## src/rtl/rv64_dec_pkg.sv

```systemverilog
// Package for the RV64I instruction decoder: opcodes, field codes and the
// decoded bundle type. No dependencies.
`default_nettype none

package rv64_dec_pkg;

   // Major opcodes (instruction bits 6:0)
   localparam logic [6:0] OPC_LOAD   = 7'h03;
   localparam logic [6:0] OPC_OPIMM  = 7'h13;
   localparam logic [6:0] OPC_AUIPC  = 7'h17;
   localparam logic [6:0] OPC_STORE  = 7'h23;
   localparam logic [6:0] OPC_OP     = 7'h33;
   localparam logic [6:0] OPC_LUI    = 7'h37;
   localparam logic [6:0] OPC_BRANCH = 7'h63;
   localparam logic [6:0] OPC_JALR   = 7'h67;
   localparam logic [6:0] OPC_JAL    = 7'h6F;
   localparam logic [6:0] OPC_SYSTEM = 7'h73;

   // funct7 / funct6 patterns selecting SUB and SRA
   localparam logic [6:0] FUNCT7_ALT = 7'b0100000;
   localparam logic [5:0] FUNCT6_ALT = 6'b010000;

   // funct3 codes that matter outside the table lookups
   localparam logic [2:0] F3_ADD  = 3'b000;
   localparam logic [2:0] F3_SLL  = 3'b001;
   localparam logic [2:0] F3_SLT  = 3'b010;
   localparam logic [2:0] F3_SLTU = 3'b011;
   localparam logic [2:0] F3_XOR  = 3'b100;
   localparam logic [2:0] F3_SR   = 3'b101;
   localparam logic [2:0] F3_OR   = 3'b110;
   localparam logic [2:0] F3_AND  = 3'b111;

   // ALU operation codes
   localparam logic [3:0] ALU_ADD  = 4'd0;
   localparam logic [3:0] ALU_SUB  = 4'd1;
   localparam logic [3:0] ALU_SLL  = 4'd2;
   localparam logic [3:0] ALU_SLT  = 4'd3;
   localparam logic [3:0] ALU_SLTU = 4'd4;
   localparam logic [3:0] ALU_XOR  = 4'd5;
   localparam logic [3:0] ALU_SRL  = 4'd6;
   localparam logic [3:0] ALU_SRA  = 4'd7;
   localparam logic [3:0] ALU_OR   = 4'd8;
   localparam logic [3:0] ALU_AND  = 4'd9;
   localparam logic [3:0] ALU_PASS = 4'd10;

   // Write-back source
   localparam logic [1:0] WB_ALU = 2'd0;
   localparam logic [1:0] WB_MEM = 2'd1;
   localparam logic [1:0] WB_PC4 = 2'd2;

   // Memory access kind
   localparam logic [1:0] MEM_NONE  = 2'd0;
   localparam logic [1:0] MEM_LOAD  = 2'd1;
   localparam logic [1:0] MEM_STORE = 2'd2;

   // Access size
   localparam logic [2:0] SIZE_BYTE = 3'd0;
   localparam logic [2:0] SIZE_WORD = 3'd2;

   // Next-PC source
   localparam logic [1:0] NPC_SEQ    = 2'd0;
   localparam logic [1:0] NPC_BRANCH = 2'd1;
   localparam logic [1:0] NPC_JAL    = 2'd2;
   localparam logic [1:0] NPC_JALR   = 2'd3;

   // Trap kind
   localparam logic [1:0] EXC_NONE   = 2'd0;
   localparam logic [1:0] EXC_ECALL  = 2'd1;
   localparam logic [1:0] EXC_EBREAK = 2'd2;

   typedef struct packed {
      logic signed [63:0] immediate_value;
      logic [3:0]         alu_operation;
      logic               operand_a_is_pc;
      logic               operand_b_is_imm;
      logic [1:0]         writeback_source;
      logic               register_write;
      logic [1:0]         mem_kind;
      logic [2:0]         access_size;
      logic [1:0]         next_pc_source;
      logic [1:0]         trap_kind;
   } decode_type;

   // Register-register / register-immediate ALU op from funct3
   function automatic logic [3:0] arith_op(input logic [2:0] f3,
                                           input logic alt_sub,
                                           input logic alt_shift);
      logic [3:0] op;
      case (f3)
         F3_ADD:  op = alt_sub ? ALU_SUB : ALU_ADD;
         F3_SLL:  op = ALU_SLL;
         F3_SLT:  op = ALU_SLT;
         F3_SLTU: op = ALU_SLTU;
         F3_XOR:  op = ALU_XOR;
         F3_SR:   op = alt_shift ? ALU_SRA : ALU_SRL;
         F3_OR:   op = ALU_OR;
         default: op = ALU_AND;
      endcase
      return op;
   endfunction

   // Branch compare op: BEQ/BNE subtract, signed and unsigned compares otherwise
   function automatic logic [3:0] branch_op(input logic [2:0] f3);
      logic [3:0] op;
      case (f3)
         F3_ADD, F3_SLL:  op = ALU_SUB;
         F3_SLTU, F3_OR, F3_AND: op = ALU_SLTU;
         default:         op = ALU_SLT;
      endcase
      return op;
   endfunction

   // Load/store size; the reserved funct3 of all ones reads as word
   function automatic logic [2:0] access_size_of(input logic [2:0] f3);
      return (f3 == F3_AND) ? SIZE_WORD : f3;
   endfunction

endpackage

`default_nettype wire

```

## src/rtl/rv64i_instruction_decoder.sv

```systemverilog
// RV64I instruction decoder top level: input register, decode logic and
// result register. Depends on rv64_dec_pkg.
`default_nettype none

// Decodes one 32-bit RV64I instruction per transaction into the control
// bundle a simple core needs: sign-extended 64-bit immediate (I, S, B, U, J
// formats; zero for R-type and unknown opcodes), ALU operation, operand
// selects, write-back source and register-write flag, load/store kind and
// size, next-PC source and ECALL/EBREAK detection. SYSTEM instructions use the
// I-type immediate, so an immediate of 0 flags ecall and 1 flags ebreak;
// SRAI is recognised on bits 31:26 so shamt[5] is free. Register indices are
// plain bit slices and are left to the caller. Throughput is one transaction
// per clock while rsp_ready keeps the result moving. The accepting edge on req
// captures the word in the input register; the decode logic sits between it
// and the result register, which loads once it is empty or being taken, and
// rsp_valid rises when it loads. The input register frees only when empty or
// when its word moves on, so it can accept while a finished result waits for
// rsp_ready; with the result stalled the block can hold one further transaction
// before req_ready drops.
// There is no configuration and no state beyond the pipeline.
module rv64i_instruction_decoder
   import rv64_dec_pkg::*;
(
   input  wire logic               clock,
   input  wire logic               reset,
   input  wire logic               req_valid,
   output logic                    req_ready,
   input  wire logic [31:0]        req_instruction_word,
   output logic                    rsp_valid,
   input  wire logic               rsp_ready,
   output logic signed [63:0]      rsp_immediate_value,
   output logic [3:0]              rsp_alu_operation,
   output logic                    rsp_operand_a_is_pc,
   output logic                    rsp_operand_b_is_imm,
   output logic [1:0]              rsp_writeback_source,
   output logic                    rsp_register_write,
   output logic [1:0]              rsp_mem_kind,
   output logic [2:0]              rsp_access_size,
   output logic [1:0]              rsp_next_pc_source,
   output logic [1:0]              rsp_trap_kind
);

   // Input stage
   logic [31:0] instr_ff;
   logic        instr_valid_ff;
   logic        instr_valid_in;

   // Result stage
   decode_type  result_ff;
   decode_type  result_in;
   logic        result_valid_ff;
   logic        result_valid_in;

   logic        result_load;   // result register takes a new decode
   logic        instr_load;    // input register takes a new transaction

   // Field slices of the registered instruction
   logic [6:0]  opcode;
   logic [2:0]  funct3;
   logic [6:0]  funct7;
   logic [5:0]  funct6;
   logic signed [63:0] imm_i;
   logic signed [63:0] imm_s;
   logic signed [63:0] imm_b;
   logic signed [63:0] imm_u;
   logic signed [63:0] imm_j;

   // ---------------------------------------------------------------------
   // Handshake: result register frees when empty or being taken; the input
   // register frees when empty or when its content moves to the result.
   // ---------------------------------------------------------------------
   assign result_load = instr_valid_ff && (!result_valid_ff || rsp_ready);
   assign req_ready   = !instr_valid_ff || result_load;
   assign instr_load  = req_valid && req_ready;

   always_comb begin
      instr_valid_in = instr_valid_ff;
      if (instr_load) begin
         instr_valid_in = 1'b1;
      end else if (result_load) begin
         instr_valid_in = 1'b0;
      end
   end

   always_comb begin
      result_valid_in = result_valid_ff;
      if (result_load) begin
         result_valid_in = 1'b1;
      end else if (rsp_ready) begin
         result_valid_in = 1'b0;
      end
   end

   // ---------------------------------------------------------------------
   // Immediate formats
   // ---------------------------------------------------------------------
   assign opcode = instr_ff[6:0];
   assign funct3 = instr_ff[14:12];
   assign funct7 = instr_ff[31:25];
   assign funct6 = instr_ff[31:26];

   assign imm_i = {{52{instr_ff[31]}}, instr_ff[31:20]};
   assign imm_s = {{52{instr_ff[31]}}, instr_ff[31:25], instr_ff[11:7]};
   assign imm_b = {{51{instr_ff[31]}}, instr_ff[31], instr_ff[7],
                   instr_ff[30:25], instr_ff[11:8], 1'b0};
   assign imm_u = {{32{instr_ff[31]}}, instr_ff[31:12], 12'b0};
   assign imm_j = {{43{instr_ff[31]}}, instr_ff[31], instr_ff[19:12],
                   instr_ff[20], instr_ff[30:21], 1'b0};

   // ---------------------------------------------------------------------
   // Decode. Defaults describe an unknown opcode: everything off, add, zero.
   // ---------------------------------------------------------------------
   always_comb begin
      result_in                  = '0;
      result_in.alu_operation    = ALU_ADD;
      result_in.writeback_source = WB_ALU;
      result_in.mem_kind         = MEM_NONE;
      result_in.access_size      = SIZE_BYTE;
      result_in.next_pc_source   = NPC_SEQ;
      result_in.trap_kind        = EXC_NONE;
      unique case (opcode)
         OPC_OP: begin
            result_in.register_write = 1'b1;
            result_in.alu_operation  = arith_op(funct3, funct7 == FUNCT7_ALT,
                                                funct7 == FUNCT7_ALT);
         end
         OPC_OPIMM: begin
            result_in.immediate_value  = imm_i;
            result_in.operand_b_is_imm = 1'b1;
            result_in.register_write   = 1'b1;
            result_in.alu_operation    = arith_op(funct3, 1'b0, funct6 == FUNCT6_ALT);
         end
         OPC_LOAD: begin
            result_in.immediate_value  = imm_i;
            result_in.writeback_source = WB_MEM;
            result_in.operand_b_is_imm = 1'b1;
            result_in.register_write   = 1'b1;
            result_in.mem_kind         = MEM_LOAD;
            result_in.access_size      = access_size_of(funct3);
         end
         OPC_STORE: begin
            // stores report memory write-back but never write a register
            result_in.immediate_value  = imm_s;
            result_in.writeback_source = WB_MEM;
            result_in.operand_b_is_imm = 1'b1;
            result_in.mem_kind         = MEM_STORE;
            result_in.access_size      = access_size_of(funct3);
         end
         OPC_BRANCH: begin
            result_in.immediate_value = imm_b;
            result_in.next_pc_source  = NPC_BRANCH;
            result_in.alu_operation   = branch_op(funct3);
         end
         OPC_LUI: begin
            result_in.immediate_value  = imm_u;
            result_in.operand_a_is_pc  = 1'b1;
            result_in.operand_b_is_imm = 1'b1;
            result_in.register_write   = 1'b1;
            result_in.alu_operation    = ALU_PASS;
         end
         OPC_AUIPC: begin
            result_in.immediate_value  = imm_u;
            result_in.operand_a_is_pc  = 1'b1;
            result_in.operand_b_is_imm = 1'b1;
            result_in.register_write   = 1'b1;
         end
         OPC_JAL: begin
            result_in.immediate_value  = imm_j;
            result_in.writeback_source = WB_PC4;
            result_in.register_write   = 1'b1;
            result_in.next_pc_source   = NPC_JAL;
         end
         OPC_JALR: begin
            result_in.immediate_value  = imm_i;
            result_in.writeback_source = WB_PC4;
            result_in.operand_b_is_imm = 1'b1;
            result_in.register_write   = 1'b1;
            result_in.next_pc_source   = NPC_JALR;
         end
         OPC_SYSTEM: begin
            // trap kind depends on the 12-bit immediate only
            result_in.immediate_value  = imm_i;
            result_in.operand_b_is_imm = 1'b1;
            result_in.alu_operation    = ALU_PASS;
            if (instr_ff[31:20] == 12'd0) begin
               result_in.trap_kind = EXC_ECALL;
            end else if (instr_ff[31:20] == 12'd1) begin
               result_in.trap_kind = EXC_EBREAK;
            end
         end
         default: begin
         end
      endcase
   end

   // ---------------------------------------------------------------------
   // Registers
   // ---------------------------------------------------------------------
   always_ff @(posedge clock) begin
      if (reset) begin
         instr_valid_ff  <= 1'b0;
         result_valid_ff <= 1'b0;
      end else begin
         instr_valid_ff  <= instr_valid_in;
         result_valid_ff <= result_valid_in;
      end
   end

   always_ff @(posedge clock) begin
      if (instr_load) begin
         instr_ff <= req_instruction_word;
      end
      if (result_load) begin
         result_ff <= result_in;
      end
   end

   // ---------------------------------------------------------------------
   // Outputs
   // ---------------------------------------------------------------------
   assign rsp_valid            = result_valid_ff;
   assign rsp_immediate_value  = result_ff.immediate_value;
   assign rsp_alu_operation    = result_ff.alu_operation;
   assign rsp_operand_a_is_pc  = result_ff.operand_a_is_pc;
   assign rsp_operand_b_is_imm = result_ff.operand_b_is_imm;
   assign rsp_writeback_source = result_ff.writeback_source;
   assign rsp_register_write   = result_ff.register_write;
   assign rsp_mem_kind         = result_ff.mem_kind;
   assign rsp_access_size      = result_ff.access_size;
   assign rsp_next_pc_source   = result_ff.next_pc_source;
   assign rsp_trap_kind        = result_ff.trap_kind;

endmodule

`default_nettype wire

```

## config.mk

```make
export PLATFORM = sky130hd
export DESIGN_NAME = rv64i_instruction_decoder
export DESIGN_NICKNAME = d
export VERILOG_FILES = /design/src/rtl/rv64_dec_pkg.sv /design/src/rtl/rv64i_instruction_decoder.sv
export SDC_FILE = /design/constraint.sdc
export NUM_CORES = 1
export LEC_CHECK = 0
export BUFFER_PORTS_ARGS = -buffer_cell sky130_fd_sc_hd__buf_2
export CORE_MARGIN = 2
export CORE_UTILIZATION = 46
export DETAILED_ROUTE_END_ITERATION = 16
export PLACE_DENSITY = 0.76
export REMOVE_ABC_BUFFERS = 1
export SYNTH_ARGS = -nofsm -noshare
export SYNTH_HDL_FRONTEND = slang
export SYNTH_SLANG_ARGS = --single-unit
```

## constraint.sdc

```tcl
create_clock -name clock -period 3.6 [get_ports clock]
set_clock_uncertainty 0.05 [all_clocks]
set_input_delay 0.72 -clock clock [delete_from_list [all_inputs] [get_ports clock]]
set_output_delay 0.72 -clock clock [all_outputs]
set_load 0.03 [all_outputs]
```

==> impl_metrics.py <==
metrics = {
    "sta": {
        "maxSlewViolCount": 0,
        "setup_viol_count_final": 0,
        "final_hold_viol_count": 0,
        "fmax_mhz": 448,
        "tightest_slew_ps": 838,
        "fin_crit_ps": 2230,
        "setup_tns_ps": 0,
        "worst_slack_ps": 1370,
        "slew_headroom": 0.438,
        "timing.final.crit_share": 0.621,
        "rsz0062_at_grt": "no",
        "whs_ps": 463,
    },
    "finish": {
        "fin_area_um2": 4410,
        "final_cell_mix": "buf_2, edfxtp_1, nor2_1, a21o_1, nand2_1",
        "post_route_cells_drive_above_1_share": 0.404,
        "fillers": 730,
        "nets": 397,
        "fin_cells": 471,
        "layout_commonest_cell": "buf_2",
        "fin_util": 0.545,
        "synthToLayoutAreaGrowth_pct": 16.7,
        "num_antenna_cells": 0,
    },
    "worst_hold_path": {
        "hold_start": "instr_ff[19]$_DFFE_PP_",
        "hold_path_depth": 1,
        "hold_class": "register to register",
        "hold_path_end": "rsp_immediate_value[19]$_DFFE_PP_",
    },
    "synth": {
        "synth_area_per_cell_um2": 13.7,
        "ys.flop_type": "edfxtp_1",
        "synthDistinctLibCells": 50,
        "ys_warn_count": 0,
        "ys_seq_area_frac": 0.662,
        "synth.ff_latch_count": 84,
        "postSynthCellCount": 277,
        "synth_edf_count": 82,
        "async_reset_ff_frac": 0,
        "netlist_area_um2": 3780,
    },
    "power": {
        "ir_worst_vdd_v": 0.000342,
        "p_per_area_nw_per_um2": 489,
        "power.leakage_nw": 1.87,
        "totalPowerFinal_mw": 2.16,
    },
    "placed_design": {
        "dp_cells": 455,
        "io_buffers": 119,
        "dp_worst_setup_slack_ps": 1420,
        "gp_congestion": 0.898,
        "dpl_cell_area_um2": 4190,
        "dp_hpwl_mm": 5.12,
    },
    "routing": {
        "drt-total-wl_mm": 7.32,
        "dr.pass1.iters": 4,
        "drc": 0,
        "drt.antenna.violating_nets": 0,
        "drt_iter0_markers": 186,
        "wl_per_cell_um": 15.5,
        "detail_route.vias_per_cell": 5.17,
        "via_count": 2433,
    },
    "run": {
        "drv_cap": 0,
    },
    "clocking": {
        "hold_buffers": 0,
        "cts_tree": "yes",
        "clockBufferDepth": 2,
        "post_cts_buffers": 0,
        "post_cts_resized": 0,
        "cts-root-buf": "clkbuf_8",
        "cts_buffers": 9,
        "cts_num_sinks": 84,
        "cts.clk_slew.worst_paths_ps": 80,
        "clk_latency_ps": 360,
        "cts-htree-levels": 3,
    },
    "setup_path": {
        "r2r_end": "rsp_immediate_value[22]$_DFFE_PP_",
        "cp.arrival_ps": 1460,
        "start_kind": "register",
        "ff2ff_setup_slack_ps": 1440,
        "path_max_fanout": 33,
        "rr_startpoint": "instr_ff[6]$_DFFE_PP_",
        "critical_path.slowest_cell": "edfxtp_1",
        "worstSetupEndpointType": "primary output",
        "crit_buf_inv": 1,
        "cpPeakStageDelay_ps": 790,
        "crit_required_ps": 2830,
        "cp_top_family": "flip-flops",
        "path_cells": "buf_2",
        "r2r_cells": 4,
        "crit_type": "register to primary output",
    },
    "floorplan": {
        "die-height_um": 94.7,
        "core_area_um2": 8090,
        "fp.dieW_um": 94.7,
        "rows": 33,
        "ios": 120,
        "initial_core_util": 0.467,
        "dieArea_um2": 8960,
    },
    "global_route": {
        "grt_first_pass_wirelength_mm": 11.5,
        "antenna_found_initial": 0,
        "grtUsageTotal": 0.171,
        "grt_max_degree": 51,
        "grt_pass1_vias": 2313,
        "overflow": 0,
    },
    "status": {
        "outcome": "complete, no violations",
    },
}
[how the worst max path moves through the flow]
stage / startpoint / endpoint / slack, ps / depth (start not counted)
after global routing: instr_ff[6]$_DFFE_PP_ / rsp_immediate_value[30]$_DFFE_PP_ / 1240 / 4
after global placement: rsp_ready / req_ready / 1420 / 4
after CTS: rsp_immediate_value[62]$_DFFE_PP_ / rsp_immediate_value[49] / 1330 / 1
after floorplan: rsp_immediate_value[62]$_DFFE_PP_ / rsp_immediate_value[31] / -3460 / 0
after detailed placement: rsp_ready / req_ready / 1420 / 4
final: rsp_immediate_value[62]$_DFFE_PP_ / rsp_immediate_value[49] / 1370 / 1
[cells in the mapped netlist, types with 3 or more instances]
| library cell | number | share of area |
|---|---|---|
| a21oi_1 | 8 | 0.011 |
| buf_2 | 9 | 0.012 |
| and2_1 | 4 | 0.0066 |
| o21bai_1 | 3 | 0.0060 |
| a31oi_1 | 4 | 0.0066 |
| a22o_1 | 4 | 0.0093 |
| nand2_1 | 13 | 0.013 |
| o21ai_1 | 4 | 0.0053 |
| a21o_1 | 20 | 0.040 |
| buf_6 | 3 | 0.0089 |
| edfxtp_1 | 82 | 0.65 |
| inv_1 | 4 | 0.0040 |
| nand3_1 | 4 | 0.0053 |
| buf_4 | 35 | 0.069 |
| nor2b_1 | 4 | 0.0066 |
| nor2_1 | 21 | 0.021 |
| and3_1 | 9 | 0.015 |
| o21ai_0 | 4 | 0.0053 |
| nor3b_1 | 4 | 0.0079 |
[power breakdown]
group	switching, mW	internal (mW)
Combinational	0.174	0.0759
Sequential	0.0414	1.13
Clock	0.325	0.412
Total	0.541	1.62
[state kept, by name, summed over array words and instances, names as in the netlist, 2 cells and up]
| signal | cells |
|---|---|
| instr_ff | 32 |
| rsp_access_size | 3 |
| rsp_alu_operation | 4 |
| rsp_immediate_value | 32 |
| rsp_mem_kind | 2 |
| rsp_next_pc_source | 2 |
| rsp_trap_kind | 2 |
| rsp_writeback_source | 2 |
[per-layer routing]
layer	vias to the layer above	wire, µm	track usage	share of wire
met3	13	622	0.0383	0.085
met1	1147	2970	0.214	0.41
met2	122	3560	0.279	0.49
met4	0	175	0.0906	0.024
li1	1151	-	-	-
met5	-	0	0	0
[cells by family (layout without fill, tap and decap cells)]
| family | after synthesis | after routing | synth area share |
|---|---|---|---|
| AND/OR/NAND/NOR | 79 | 79 | 0.123 |
| buffers and inverters | 52 | 141 | 0.0953 |
| XOR/XNOR | 3 | 3 | 0.00695 |
| multiplexers | 2 | 2 | 0.00662 |
| flip-flops | 84 | 84 | 0.662 |
| AO/OA/AOI/OAI | 57 | 57 | 0.107 |
[final cells by class]
| cell class | count | area, µm² | share of cell area |
|---|---|---|---|
| flip-flops and latches | 84 | 2500 | 0.567 |
| multi-input cells | 141 | 926 | 0.210 |
| repair buffers | 121 | 611 | 0.138 |
| clock buffers | 11 | 141 | 0.0320 |
| well taps | 105 | 131 | 0.0298 |
| clock inverters | 5 | 85.1 | 0.0193 |
| inverters | 4 | 15.0 | 0.00340 |
[worst register-to-register path: stages, from the launching register on]
cell      delay, ps
edfxtp_1        680
nor2_1          280
o21ai_1         120
a211oi_2        740
a21o_1          160
Note: power is estimated with default switching activity, not from simulation.
